==> src/design/qts_pkg.sv <==
// qts_pkg: types, result kind codes and per-byte tokenizer functions
// used by quoted_token_splitter_unit; no dependencies
package qts_pkg;

    localparam int RES_MAX = 5;
    localparam int RES_CNT_W = $clog2(RES_MAX + 1);

    // result kinds
    localparam logic [2:0] KIND_BYTE  = 3'd0;
    localparam logic [2:0] KIND_END   = 3'd1;
    localparam logic [2:0] KIND_DONE  = 3'd2;
    localparam logic [2:0] KIND_ESC   = 3'd3;
    localparam logic [2:0] KIND_QUOTE = 3'd4;

    // quote state codes, code 3 behaves as single quote
    localparam logic [1:0] QUOTE_NONE   = 2'd0;
    localparam logic [1:0] QUOTE_DOUBLE = 2'd1;
    localparam logic [1:0] QUOTE_SINGLE = 2'd2;

    // held byte counts
    localparam logic [1:0] HELD_NONE = 2'd0;
    localparam logic [1:0] HELD_ONE  = 2'd1;
    localparam logic [1:0] HELD_TWO  = 2'd2;

    localparam logic [7:0] CH_DQUOTE = 8'h22;
    localparam logic [7:0] CH_SQUOTE = 8'h27;
    localparam logic [7:0] CH_BSLASH = 8'h5C;
    localparam logic [7:0] CH_SPACE  = 8'h20;

    typedef struct packed {
        logic [2:0] kind;
        logic [7:0] tbyte;
    } res_t;

    // tokenizer state plus the result list being built for one transfer
    typedef struct packed {
        logic [1:0]               quote_kind;
        logic                     escape_pending;
        logic [7:0]               held0;
        logic [7:0]               held1;
        logic [1:0]               held_count;
        logic                     token_open;
        logic [RES_CNT_W-1:0]     count;
        res_t [RES_MAX-1:0]       ent;
    } work_t;

    function automatic work_t push(work_t w, logic [2:0] k, logic [7:0] b);
        work_t r;
        r = w;
        if (r.count < RES_CNT_W'(RES_MAX))
        begin
            r.ent[r.count[$clog2(RES_MAX)-1:0]] = '{kind: k, tbyte: b};
            r.count = r.count + RES_CNT_W'(1);
        end
        return r;
    endfunction

    function automatic work_t emit_byte(work_t w, logic [7:0] b);
        work_t r;
        r = push(w, KIND_BYTE, b);
        r.token_open = 1'b1;
        return r;
    endfunction

    function automatic work_t close_if_open(work_t w);
        work_t r;
        r = w;
        if (r.token_open)
        begin
            r = push(r, KIND_END, 8'h00);
            r.token_open = 1'b0;
        end
        return r;
    endfunction

    function automatic logic is_leader(logic [7:0] b);
        return (b == 8'hC2) || (b == 8'hE1) || (b == 8'hE2) || (b == 8'hE3);
    endfunction

    function automatic logic second_ok(logic [7:0] lead, logic [7:0] b);
        logic ok;
        ok = 1'b0;
        if (lead == 8'hE1)
            ok = (b == 8'h9A);
        else if (lead == 8'hE2)
            ok = (b == 8'h80) || (b == 8'h81);
        else if (lead == 8'hE3)
            ok = (b == 8'h80);
        return ok;
    endfunction

    function automatic logic triple_ok(logic [7:0] a, logic [7:0] m, logic [7:0] c);
        logic ok;
        ok = 1'b0;
        if (a == 8'hE1)
            ok = (m == 8'h9A) && (c == 8'h80);
        else if (a == 8'hE2 && m == 8'h80)
            ok = (c >= 8'h80 && c <= 8'h8B) || (c == 8'hA8) || (c == 8'hA9)
                 || (c == 8'hAF);
        else if (a == 8'hE2 && m == 8'h81)
            ok = (c == 8'h9F);
        else if (a == 8'hE3)
            ok = (m == 8'h80) && (c == 8'h80);
        return ok;
    endfunction

    // one byte through the escape / quote / whitespace rules
    function automatic work_t feed(work_t w, logic [7:0] b);
        work_t      r;
        logic [7:0] m;
        logic [7:0] qc;
        r  = w;
        m  = b;
        qc = (r.quote_kind == QUOTE_DOUBLE) ? CH_DQUOTE : CH_SQUOTE;
        if (r.escape_pending)
        begin
            if (b == 8'h6E)
                m = 8'h0A;
            else if (b == 8'h74)
                m = 8'h09;
            else if (b == 8'h72)
                m = 8'h0D;
            r = emit_byte(r, m);
            r.escape_pending = 1'b0;
        end
        else if (b == CH_BSLASH)
        begin
            r.escape_pending = 1'b1;
        end
        else if (r.quote_kind == QUOTE_NONE)
        begin
            if (b == CH_DQUOTE || b == CH_SQUOTE)
            begin
                r = close_if_open(r);
                r.quote_kind = (b == CH_DQUOTE) ? QUOTE_DOUBLE : QUOTE_SINGLE;
            end
            else if (is_leader(b))
            begin
                r.held0      = b;
                r.held_count = HELD_ONE;
            end
            else if (b == CH_SPACE || (b >= 8'h09 && b <= 8'h0D))
            begin
                r = close_if_open(r);
            end
            else
            begin
                r = emit_byte(r, b);
            end
        end
        else if (b == qc)
        begin
            r = push(r, KIND_END, 8'h00);
            r.token_open = 1'b0;
            r.quote_kind = QUOTE_NONE;
        end
        else
        begin
            r = emit_byte(r, b);
        end
        return r;
    endfunction

    // full work for one input transfer
    function automatic work_t step(work_t w, logic [7:0] b, logic eoq);
        work_t r;
        r = w;
        case (w.held_count)
            HELD_NONE:
            begin
                r = feed(r, b);
            end
            HELD_ONE:
            begin
                if (w.held0 == 8'hC2 && b == 8'hA0)
                begin
                    r.held_count = HELD_NONE;
                    r = close_if_open(r);
                end
                else if (w.held0 != 8'hC2 && second_ok(w.held0, b))
                begin
                    r.held1      = b;
                    r.held_count = HELD_TWO;
                end
                else
                begin
                    r.held_count = HELD_NONE;
                    r = emit_byte(r, w.held0);
                    r = feed(r, b);
                end
            end
            default:
            begin
                r.held_count = HELD_NONE;
                if (triple_ok(w.held0, w.held1, b))
                begin
                    r = close_if_open(r);
                end
                else
                begin
                    r = emit_byte(r, w.held0);
                    r = emit_byte(r, w.held1);
                    r = feed(r, b);
                end
            end
        endcase
        if (eoq)
        begin
            if (r.held_count != HELD_NONE)
                r = emit_byte(r, r.held0);
            if (r.held_count == HELD_TWO)
                r = emit_byte(r, r.held1);
            if (r.escape_pending)
                r = push(r, KIND_ESC, 8'h00);
            else if (r.quote_kind != QUOTE_NONE)
                r = push(r, KIND_QUOTE, 8'h00);
            else
            begin
                r = close_if_open(r);
                r = push(r, KIND_DONE, 8'h00);
            end
            r.quote_kind     = QUOTE_NONE;
            r.escape_pending = 1'b0;
            r.held_count     = HELD_NONE;
            r.token_open     = 1'b0;
        end
        return r;
    endfunction

endpackage

==> src/design/quoted_token_splitter_unit.sv <==
// quoted_token_splitter_unit: top level of the quoted query tokenizer
// depends on qts_pkg (types, kind codes, per-byte step function)
//
// Takes query text one byte per transfer (tlast on the final byte) and splits
// it into tokens: whitespace and the UTF-8 space characters end a token outside
// quotes, single or double quotes enclose literal text, a backslash escapes
// the next byte. Every token byte is sent as its own result (kind 0), followed
// by a token end (kind 1); the final byte of a query closes with query done
// (kind 2), dangling escape (kind 3) or unclosed quote (kind 4), and on the
// last two the downstream side drops that query's tokens. One input byte yields
// zero to five results; tlast on the output marks the last result of a byte.
// The whole step for a byte is combinational logic from the state registers into
// a five-entry result register, so one byte is taken per cycle while each
// byte yields at most one result and the receiver is ready; the next byte is
// taken in the cycle the last result of the previous byte leaves.
module quoted_token_splitter_unit
(
    input  logic       clk,
    input  logic       rst_n,
    input  logic       s_axis_tvalid,
    output logic       s_axis_tready,
    input  logic [7:0] s_axis_tdata,   // [7:0] in_byte
    input  logic       s_axis_tlast,   // end_of_query
    output logic       m_axis_tvalid,
    input  logic       m_axis_tready,
    output logic [7:0] m_axis_tdata,   // [7:0] token_byte
    output logic [2:0] m_axis_tuser,   // [2:0] kind
    output logic       m_axis_tlast    // last_of_run
);

    import qts_pkg::*;

    // tokenizer state
    logic [1:0]           quote_kind_reg;
    logic                 escape_pending_reg;
    logic [1:0]           held_count_reg;
    logic                 token_open_reg;
    logic [7:0]           held0_reg;
    logic [7:0]           held1_reg;

    // result group waiting for the output side, entry 0 is the head
    res_t [RES_MAX-1:0]   ent_reg;
    logic [RES_CNT_W-1:0] cnt_reg;

    work_t                cur;
    work_t                nxt;
    logic                 in_xfer;
    logic                 out_xfer;

    // the head leaves as the next group arrives, so a single-result byte
    // stream keeps moving every cycle while the receiver is ready
    assign out_xfer      = m_axis_tvalid && m_axis_tready;
    assign s_axis_tready = (cnt_reg == '0)
                           || ((cnt_reg == RES_CNT_W'(1)) && m_axis_tready);
    assign in_xfer       = s_axis_tvalid && s_axis_tready;

    assign m_axis_tvalid = (cnt_reg != '0);
    assign m_axis_tdata  = ent_reg[0].tbyte;
    assign m_axis_tuser  = ent_reg[0].kind;
    assign m_axis_tlast  = (cnt_reg == RES_CNT_W'(1));

    // single-pass step: current state plus the incoming byte
    always_comb
    begin
        cur                = '0;
        cur.quote_kind     = quote_kind_reg;
        cur.escape_pending = escape_pending_reg;
        cur.held0          = held0_reg;
        cur.held1          = held1_reg;
        cur.held_count     = held_count_reg;
        cur.token_open     = token_open_reg;
        nxt                = step(cur, s_axis_tdata, s_axis_tlast);
    end

    // control state
    always_ff @(posedge clk or negedge rst_n)
    begin
        if (!rst_n)
        begin
            quote_kind_reg     <= QUOTE_NONE;
            escape_pending_reg <= 1'b0;
            held_count_reg     <= HELD_NONE;
            token_open_reg     <= 1'b0;
            cnt_reg            <= '0;
        end
        else
        begin
            if (in_xfer)
            begin
                quote_kind_reg     <= nxt.quote_kind;
                escape_pending_reg <= nxt.escape_pending;
                held_count_reg     <= nxt.held_count;
                token_open_reg     <= nxt.token_open;
                cnt_reg            <= nxt.count;
            end
            else if (out_xfer)
            begin
                cnt_reg <= cnt_reg - RES_CNT_W'(1);
            end
        end
    end

    // payload: held bytes and the result entries
    always_ff @(posedge clk)
    begin
        if (in_xfer)
        begin
            held0_reg <= nxt.held0;
            held1_reg <= nxt.held1;
            ent_reg   <= nxt.ent;
        end
        else if (out_xfer)
        begin
            ent_reg <= {ent_reg[RES_MAX-1], ent_reg[RES_MAX-1:1]};
        end
    end

`ifndef SYNTH
    // a group never holds more than five results
    a_cnt_range: assert property (@(posedge clk) disable iff (!rst_n)
        cnt_reg <= RES_CNT_W'(RES_MAX))
        else $error("result count out of range");

    // a new byte is only taken once the previous group is gone or leaving
    a_no_overrun: assert property (@(posedge clk) disable iff (!rst_n)
        in_xfer |-> ((cnt_reg == '0) || ((cnt_reg == RES_CNT_W'(1)) && out_xfer)))
        else $error("result group overwritten");

    // bytes are only held when no escape is pending
    a_esc_held: assert property (@(posedge clk) disable iff (!rst_n)
        escape_pending_reg |-> (held_count_reg == HELD_NONE))
        else $error("escape pending with held bytes");

    // at most two held bytes
    a_held_range: assert property (@(posedge clk) disable iff (!rst_n)
        held_count_reg != 2'd3)
        else $error("held count out of range");

    // the end of a query returns all state to its reset value
    a_query_reset: assert property (@(posedge clk) disable iff (!rst_n)
        (in_xfer && s_axis_tlast) |=> ((quote_kind_reg == QUOTE_NONE)
            && !escape_pending_reg && (held_count_reg == HELD_NONE)
            && !token_open_reg))
        else $error("state not cleared after end of query");
`endif

endmodule

==> config.mk <==
export PLATFORM = sky130hd
export DESIGN_NAME = quoted_token_splitter_unit
export DESIGN_NICKNAME = d
export VERILOG_FILES = /design/src/design/qts_pkg.sv /design/src/design/quoted_token_splitter_unit.sv
export SDC_FILE = /design/constraint.sdc
export NUM_CORES = 1
export LEC_CHECK = 0
export BUFFER_PORTS_ARGS = -buffer_cell sky130_fd_sc_hd__buf_4
export CAP_MARGIN = 20
export CORE_MARGIN = 2
export CORE_UTILIZATION = 30
export CTS_BUF_LIST = sky130_fd_sc_hd__clkbuf_8
export DETAILED_ROUTE_END_ITERATION = 6
export PLACE_DENSITY_LB_ADDON = 0.3
export RECOVER_POWER = 25
export SETUP_SLACK_MARGIN = 0.3
export SLEW_MARGIN = 40
export SYNTH_ARGS = -nofsm -noshare
export SYNTH_HDL_FRONTEND = slang
export SYNTH_SLANG_ARGS = --single-unit
==> constraint.sdc <==
create_clock -name clk -period 8.7 [get_ports clk]
set_clock_uncertainty 0.05 [all_clocks]
set_input_delay 0.87 -clock clk [delete_from_list [all_inputs] [get_ports clk]]
set_output_delay 0.87 -clock clk [all_outputs]
set_load 0.1 [all_outputs]
==> flow_summary.toml, run 1 <==
[setup_path]
crit_type = "in -> reg"
critPathMaxFanout = 22
worst_setup_path_start_kind = "primary input"
end_kind = "flop"
arrival_ns = 6.29
required_ns = 8.77

[routing]
wl_met3_um = 1500
drt-met1-wl_um = 7980
drt_first_pass_iters = 6
met2WireLength_um = 8410
vias_per_cell = 6.00
wire_per_inst_um = 21.4
ant_nets = 0
drtIter0Drc = 701
vias = 5269
wirelength_um = 18800
drc = 0
highest_layer = "met4"

[outcome]
violations = "capacitance limit, slew limit"
status = "finished with violations"

[job]
maxCapViolCount = 1

[clock_tree]
cts_made_buffers = 9
cts_tree = "built"
postCtsSetupBuffers = 0
clk_latency_ns = 0.38
cts_sinks = 80
clk_pin_slew_ns = 0.10
hold_buffers = 0
root_buffer = "clkbuf_8"
ctsHtreeMaxLevel = 3
clockBufferDepth = 2
ctsResizeCount = 0

[placed_design]
gp_routability_congestion = 0.966
pre_cts_ws_ns = 2.22
hpwlAfterDp_um = 13800
port_buffers = 26

[final_layout]
largest_register_ffs = 44
multi_input_area_mm2 = 0.00309
post_route_cells_drive_above_1_share_pct = 10.4
nFillCells = 1921
area_growth_pct = 8.42
insertedDiodeCount = 0
fin_nets = 661
ff_latch_area_mm2 = 0.00236

[die]
ioPinCount = 27
core_mm2 = 0.0187
die-area_mm2 = 0.0201
die_w_um = 142
die_height_um = 142
rows = 50
start_util_pct = 30.5

[pwr]
power.density_mw_per_mm2 = 247
peakVddDrop_v = 0.0000735
total_leakage_power_nw = 2.22

[timing]
post-route-period-util_pct = 71.4
timing_hold_violations_final = 0
max_freq_mhz = 161
slew_headroom_pct = -34.0
period_needed_ns = 6.22
slew_viol_final = 49
setup_violations = 0
tightest_slew_ns = 2.01
rsz0062_at_grt = "false"
fin_ws_ns = 2.48
tns_ns = 0

[grt]
track_usage_pct = 19.2
grt_antenna_before_repair = 0
grt_max_degree = 61
grt_pass1_wl_um = 29400
grt_pass1_vias = 5107
overflow = 0

[yosys]
synthCells = 639
yosys_register_bits = 80
ys.flop_type = "edfxtp_1"
syn_area_per_cell_um2 = 8.93
yosysSeqAreaShare_pct = 41.3
yosysUniqueCellTypes = 84
synth_edf_count = 71
synthArstFlopShare_pct = 11.3
synth_area_mm2 = 0.00571
ys.warnings.count = 0

[hold_path]
worstHoldPathType = "in -> async"
where the power goes:
part | switching (mW) | leakage, nW | internal, mW
Clock | 0.153 | 0.102 | 0.136
Sequential | 0.0592 | 0.800 | 0.562
Combinational | 0.464 | 1.32 | 0.154
layout by cell type, fill, tap and decap left out, types with 18 or more instances in the layout:
master and count:
nand2_1 82, inv_1 19, nor2_1 48, edfxtp_1 71, o21ai_1 18, nand3_1 21
a21oi_1 33, nor3_1 20, o21ai_0 39, a22oi_1 18
worst paths after layout:
path | startpoint | endpoint | cells after the start | slack, ns
worst min-delay path | rst_n | cnt_reg[2]$_DFFE_PN0P_ | 1 | 0.38
worst min register to register | ent_reg[46]$_DFFE_PP_ | ent_reg[35]$_DFFE_PP_ | 1 | 0.47
worst max-delay path | s_axis_tdata[0] | ent_reg[12]$_DFFE_PP_ | 20 | 2.48
worst max register to register | held0_reg[2]$_DFFE_PP_ | ent_reg[12]$_DFFE_PP_ | 19 | 2.59
max in group asynchronous | rst_n | token_open_reg$_DFFE_PN0P_ | 1 | 7.85
min in group clk | ent_reg[46]$_DFFE_PP_ | ent_reg[35]$_DFFE_PP_ | 1 | 0.47
through the flow:
step | instances | total power, mW | hold WS [ns] | area (µm²) | utilization [%]
floorplan | 646 | 1.11 | 0.439 | 5730 | -
global placement | 862 | 1.25 | 0.453 | 6020 | 32.2
detailed placement | 862 | 1.26 | 0.452 | 6030 | 32.2
CTS | 878 | 1.55 | 0.234 | 6240 | 33.3
global route | 878 | 1.61 | 0.422 | 6190 | 33.1
finish | 878 | 1.53 | 0.385 | 6190 | 33.1
cells in the mapped netlist, types with 6 or more instances:
cell       n  area, µm²
nand2_1   83        312
edfxtp_1  71       2130
nor2_1    48        180
o21ai_0   40        200
a21oi_1   33        165
clkbuf_1  28        105
nand3_1   21        105
nor3_1    20        100
inv_1     19       71.3
a22oi_1   18        135
o21ai_1   17       85.1
and2_1    13       81.3
buf_4     11       82.6
a22o_1    10       87.6
a31oi_1    9       56.3
dfrtp_1    9        225
ha_1       9        113
nor2b_1    9       56.3
nand4_1    8       50.1
or2_2      7       43.8
a21o_1     6       45.0
nor3b_1    6       45.0
nor4_1     6       37.5
o22ai_1    6       37.5
or3_1      6       37.5
per-layer routing:
metal / GRT usage [%] / vias to the layer above
met5: 0 / -
met3: 3.51 / 57
li1: - / 2415
met4: 10.4 / 0
met1: 25.4 / 2517
met2: 29.8 / 280
cells by family (layout without fill, tap and decap cells):
logic type                 count (synthesis)  after routing  synth area share (%)
AOI/OAI and AO/OA                        205            205                  25.1
xor gates and xnor gates                   2              2                 0.307
adders and majority gates                  9              9                  1.97
buffers and inverters                     67             65                  5.24
DFF                                       80             80                  41.3
muxes                                      3              3                 0.548
other                                      1              8                0.0657
and+or+nand+nor                          272            272                  25.4
final cells by class:
type | instances | share of cell area [%]
clock buffers | 9 | 2.00
clock inverters | 7 | 1.29
inverters | 20 | 1.21
multi-input cells | 499 | 49.9
flip-flops and latches | 80 | 38.1
well taps | 234 | 4.73
repair buffers | 29 | 2.79
worst max-delay path: stages:
cell and delay [ns]:
buf_4 0.18, nor4_1 0.58, nand4_1 0.20, a32oi_1 0.69, or2_2 0.28, o21a_4 0.17, inv_1 0.07, ha_1 0.36
nor2_1 0.15, a21oi_1 0.06, ha_1 0.31, nor3b_1 0.36, nor2_2 0.18, inv_2 0.17, ha_1 0.24, or4b_4 0.49
a211oi_4 0.36, o21bai_2 0.20, a41oi_1 0.27, o21ai_1 0.08
Note: power is estimated with default switching activity, not from simulation.
==> run 2: changes to the inputs <==
==> constraint.sdc (replaced) <==
create_clock -name clk -period 6 [get_ports clk]
set_clock_uncertainty 0.05 [all_clocks]
set_input_delay 0.6 -clock clk [delete_from_list [all_inputs] [get_ports clk]]
set_output_delay 0.6 -clock clk [all_outputs]
set_load 0.1 [all_outputs]
==> run 2 against run 1 <==
The flow still finishes with violations (capacitance limit, slew limit). Sequential power is 45% higher. Total power rose by 45%. Cell count up 1.7%. Non-clock buffer count is 16 higher. Clock-buffer cell count stayed put. Critical path type is now reg -> reg. Highest routed layer unchanged.
==> flow_summary.toml, run 2 (synthesis results as in run 1) <==
[routing]
drc = 0
ant_nets = 0
vias = 5327
vias_per_cell = 5.97
wire_per_inst_um = 21.5
drtIter0Drc = 566
drt_first_pass_iters = 5
wirelength_um = 19200

[final_layout]
multi_input_area_mm2 = 0.00314
fin_area_mm2 = 0.00635
final_common_cell = "nand2_1"
post_route_cells_drive_above_1_share_pct = 13.8
insertedDiodeCount = 0
nFillCells = 1966
largest_register_ffs = 44
fin_nets = 677
ff_latch_area_mm2 = 0.00236
mostFrequentLayoutCells = "nand2_1 (81), edfxtp_1 (71), nor2_1 (48), o21ai_0 (40), a21oi_1 (33)"
fin_cells = 893
area_growth_pct = 11.3

[grt]
grt_pass1_wl_um = 29600
grt_max_degree = 60
grt_pass1_vias = 5018
track_usage_pct = 19.4
grt_antenna_before_repair = 0
overflow = 0

[placed_design]
hpwlAfterDp_um = 14100
gp_routability_congestion = 0.956
dpl_cell_area_mm2 = 0.00612
port_buffers = 26
dpl.cell_count = 875
pre_cts_ws_ns = 0.113

[die]
start_util_pct = 30.5
rows = 50
ioPinCount = 27
die-area_mm2 = 0.0201
core_mm2 = 0.0187
die_height_um = 142
die_w_um = 142

[pwr]
power.density_mw_per_mm2 = 348
peakVddDrop_v = 0.000141
total_leakage_power_nw = 2.31
swShare_pct = 44.1
seq_power_share_pct = 40.8
power.share.clock_pct = 18.1
finalPower_mw = 2.21
power.internal_mw = 1.24
p_sw_mw = 0.974
comb_power_share_pct = 41.1

[setup_path]
reg2reg_from = "held0_reg[2]$_DFFE_PP_"
critPathMaxFanout = 8
timing.critical_path.from = "held0_reg[2]$_DFFE_PP_"
crit_type = "reg -> reg"
worst_setup_path_start_kind = "flop"
arrival_ns = 5.53
ff2ff_setup_slack_ns = 0.54
end_kind = "flop"
required_ns = 6.07

[job]
maxCapViolCount = 1

[timing]
slew_viol_final = 49
rsz0062_at_grt = "false"
max_freq_mhz = 183
fin_ws_ns = 0.537
slew_headroom_pct = -32.8
timing_hold_violations_final = 0
period_needed_ns = 5.46
tns_ns = 0
setup_violations = 0
tightest_slew_ns = 1.99
post-route-period-util_pct = 91.0

[outcome]
status = "finished with violations"
violations = "capacitance limit, slew limit"

[clock_tree]
cts_sinks = 80
cts_tree = "built"
clk_pin_slew_ns = 0.08
clk_latency_ns = 0.38
clockBufferDepth = 2
cts_made_buffers = 9
ctsHtreeMaxLevel = 3
root_buffer = "clkbuf_8"

[hold_path]
hold_start = "ent_reg[46]$_DFFE_PP_"
worstHoldPathType = "reg -> reg"
## run 2: changes by cell type in the layout (fill, tap and decap cells not counted), sizes merged
cell         delta
buf            +15
clkinv          +1
clkinvlp        -1
dlygate4sd3     +1
inv             -1
## run 2: layout make-up
cell class	instances	share of cell area [%]
flip-flops and latches	80	37.1
repair buffers	45	4.65
multi-input cells	499	49.5
well taps	234	4.61
clock buffers	9	1.95
clock inverters	6	0.966
inverters	20	1.18
## run 2: metal layers
| metal | GRT usage [%] | wire length, µm | vias up |
|---|---|---|---|
| met1 | 25.6 | 8420 | 2604 |
| met2 | 32.2 | 9120 | 233 |
| met5 | 0 | 0 | - |
| li1 | - | - | 2448 |
| met4 | 6.58 | 500 | 0 |
| met3 | 3.34 | 1170 | 42 |
## run 2: worst max-delay path, cell delays in order, from the launching register on
cell and delay (ns):
edfxtp_1 0.49, or4b_1 0.61, or4_4 0.58, o31a_1 0.29
o21ai_2 0.09, o21a_4 0.21, inv_1 0.08, ha_1 0.29
nor2_1 0.11, a21oi_1 0.06, ha_1 0.32, nor3b_4 0.24
nor2_2 0.07, inv_2 0.12, ha_2 0.23, or4b_4 0.50
a211oi_4 0.39, o21bai_4 0.15, a41oi_1 0.24, o21ai_1 0.08
## run 2: path summary, 6_finish.rpt
| check | end | cells past startpoint |
|---|---|---|
| max in group asynchronous | cnt_reg[1]$_DFFE_PN0P_ | 2 |
| worst min register to register | ent_reg[35]$_DFFE_PP_ | 1 |
| worst min-delay path | ent_reg[35]$_DFFE_PP_ | 1 |
| worst max-delay path | ent_reg[11]$_DFFE_PP_ | 19 |
| worst max register to register | ent_reg[11]$_DFFE_PP_ | 19 |
| min in group asynchronous | quote_kind_reg[0]$_DFFE_PN0P_ | 2 |
## run 2: power by group through the flow
stage          clock (mW)  sequential (mW)  combinational [mW]
4_1_cts             0.411            0.897               0.923
3_5_place_dp            0            0.909               0.919
5_1_grt             0.428            0.916               0.976
3_3_place_gp            0            0.906               0.914
6_report            0.400            0.902               0.908
2_1_floorplan           0            0.870               0.739
## run 2: timing repair
action,CTS,global route
buffers inserted,0,2
gates resized for setup,2,12
hold endpoints to repair,9,0
hold buffers,1,0
setup endpoints to repair,9,32
pin swaps,0,2
## run 2: stage by stage
step | utilization (%) | hold WS, ns
4_1_cts | 33.8 | 0.478
3_5_place_dp | 32.7 | 0.387
6_report | 33.9 | 0.470
3_3_place_gp | 32.7 | 0.382
2_1_floorplan | - | 0.254
5_1_grt | 33.9 | 0.503
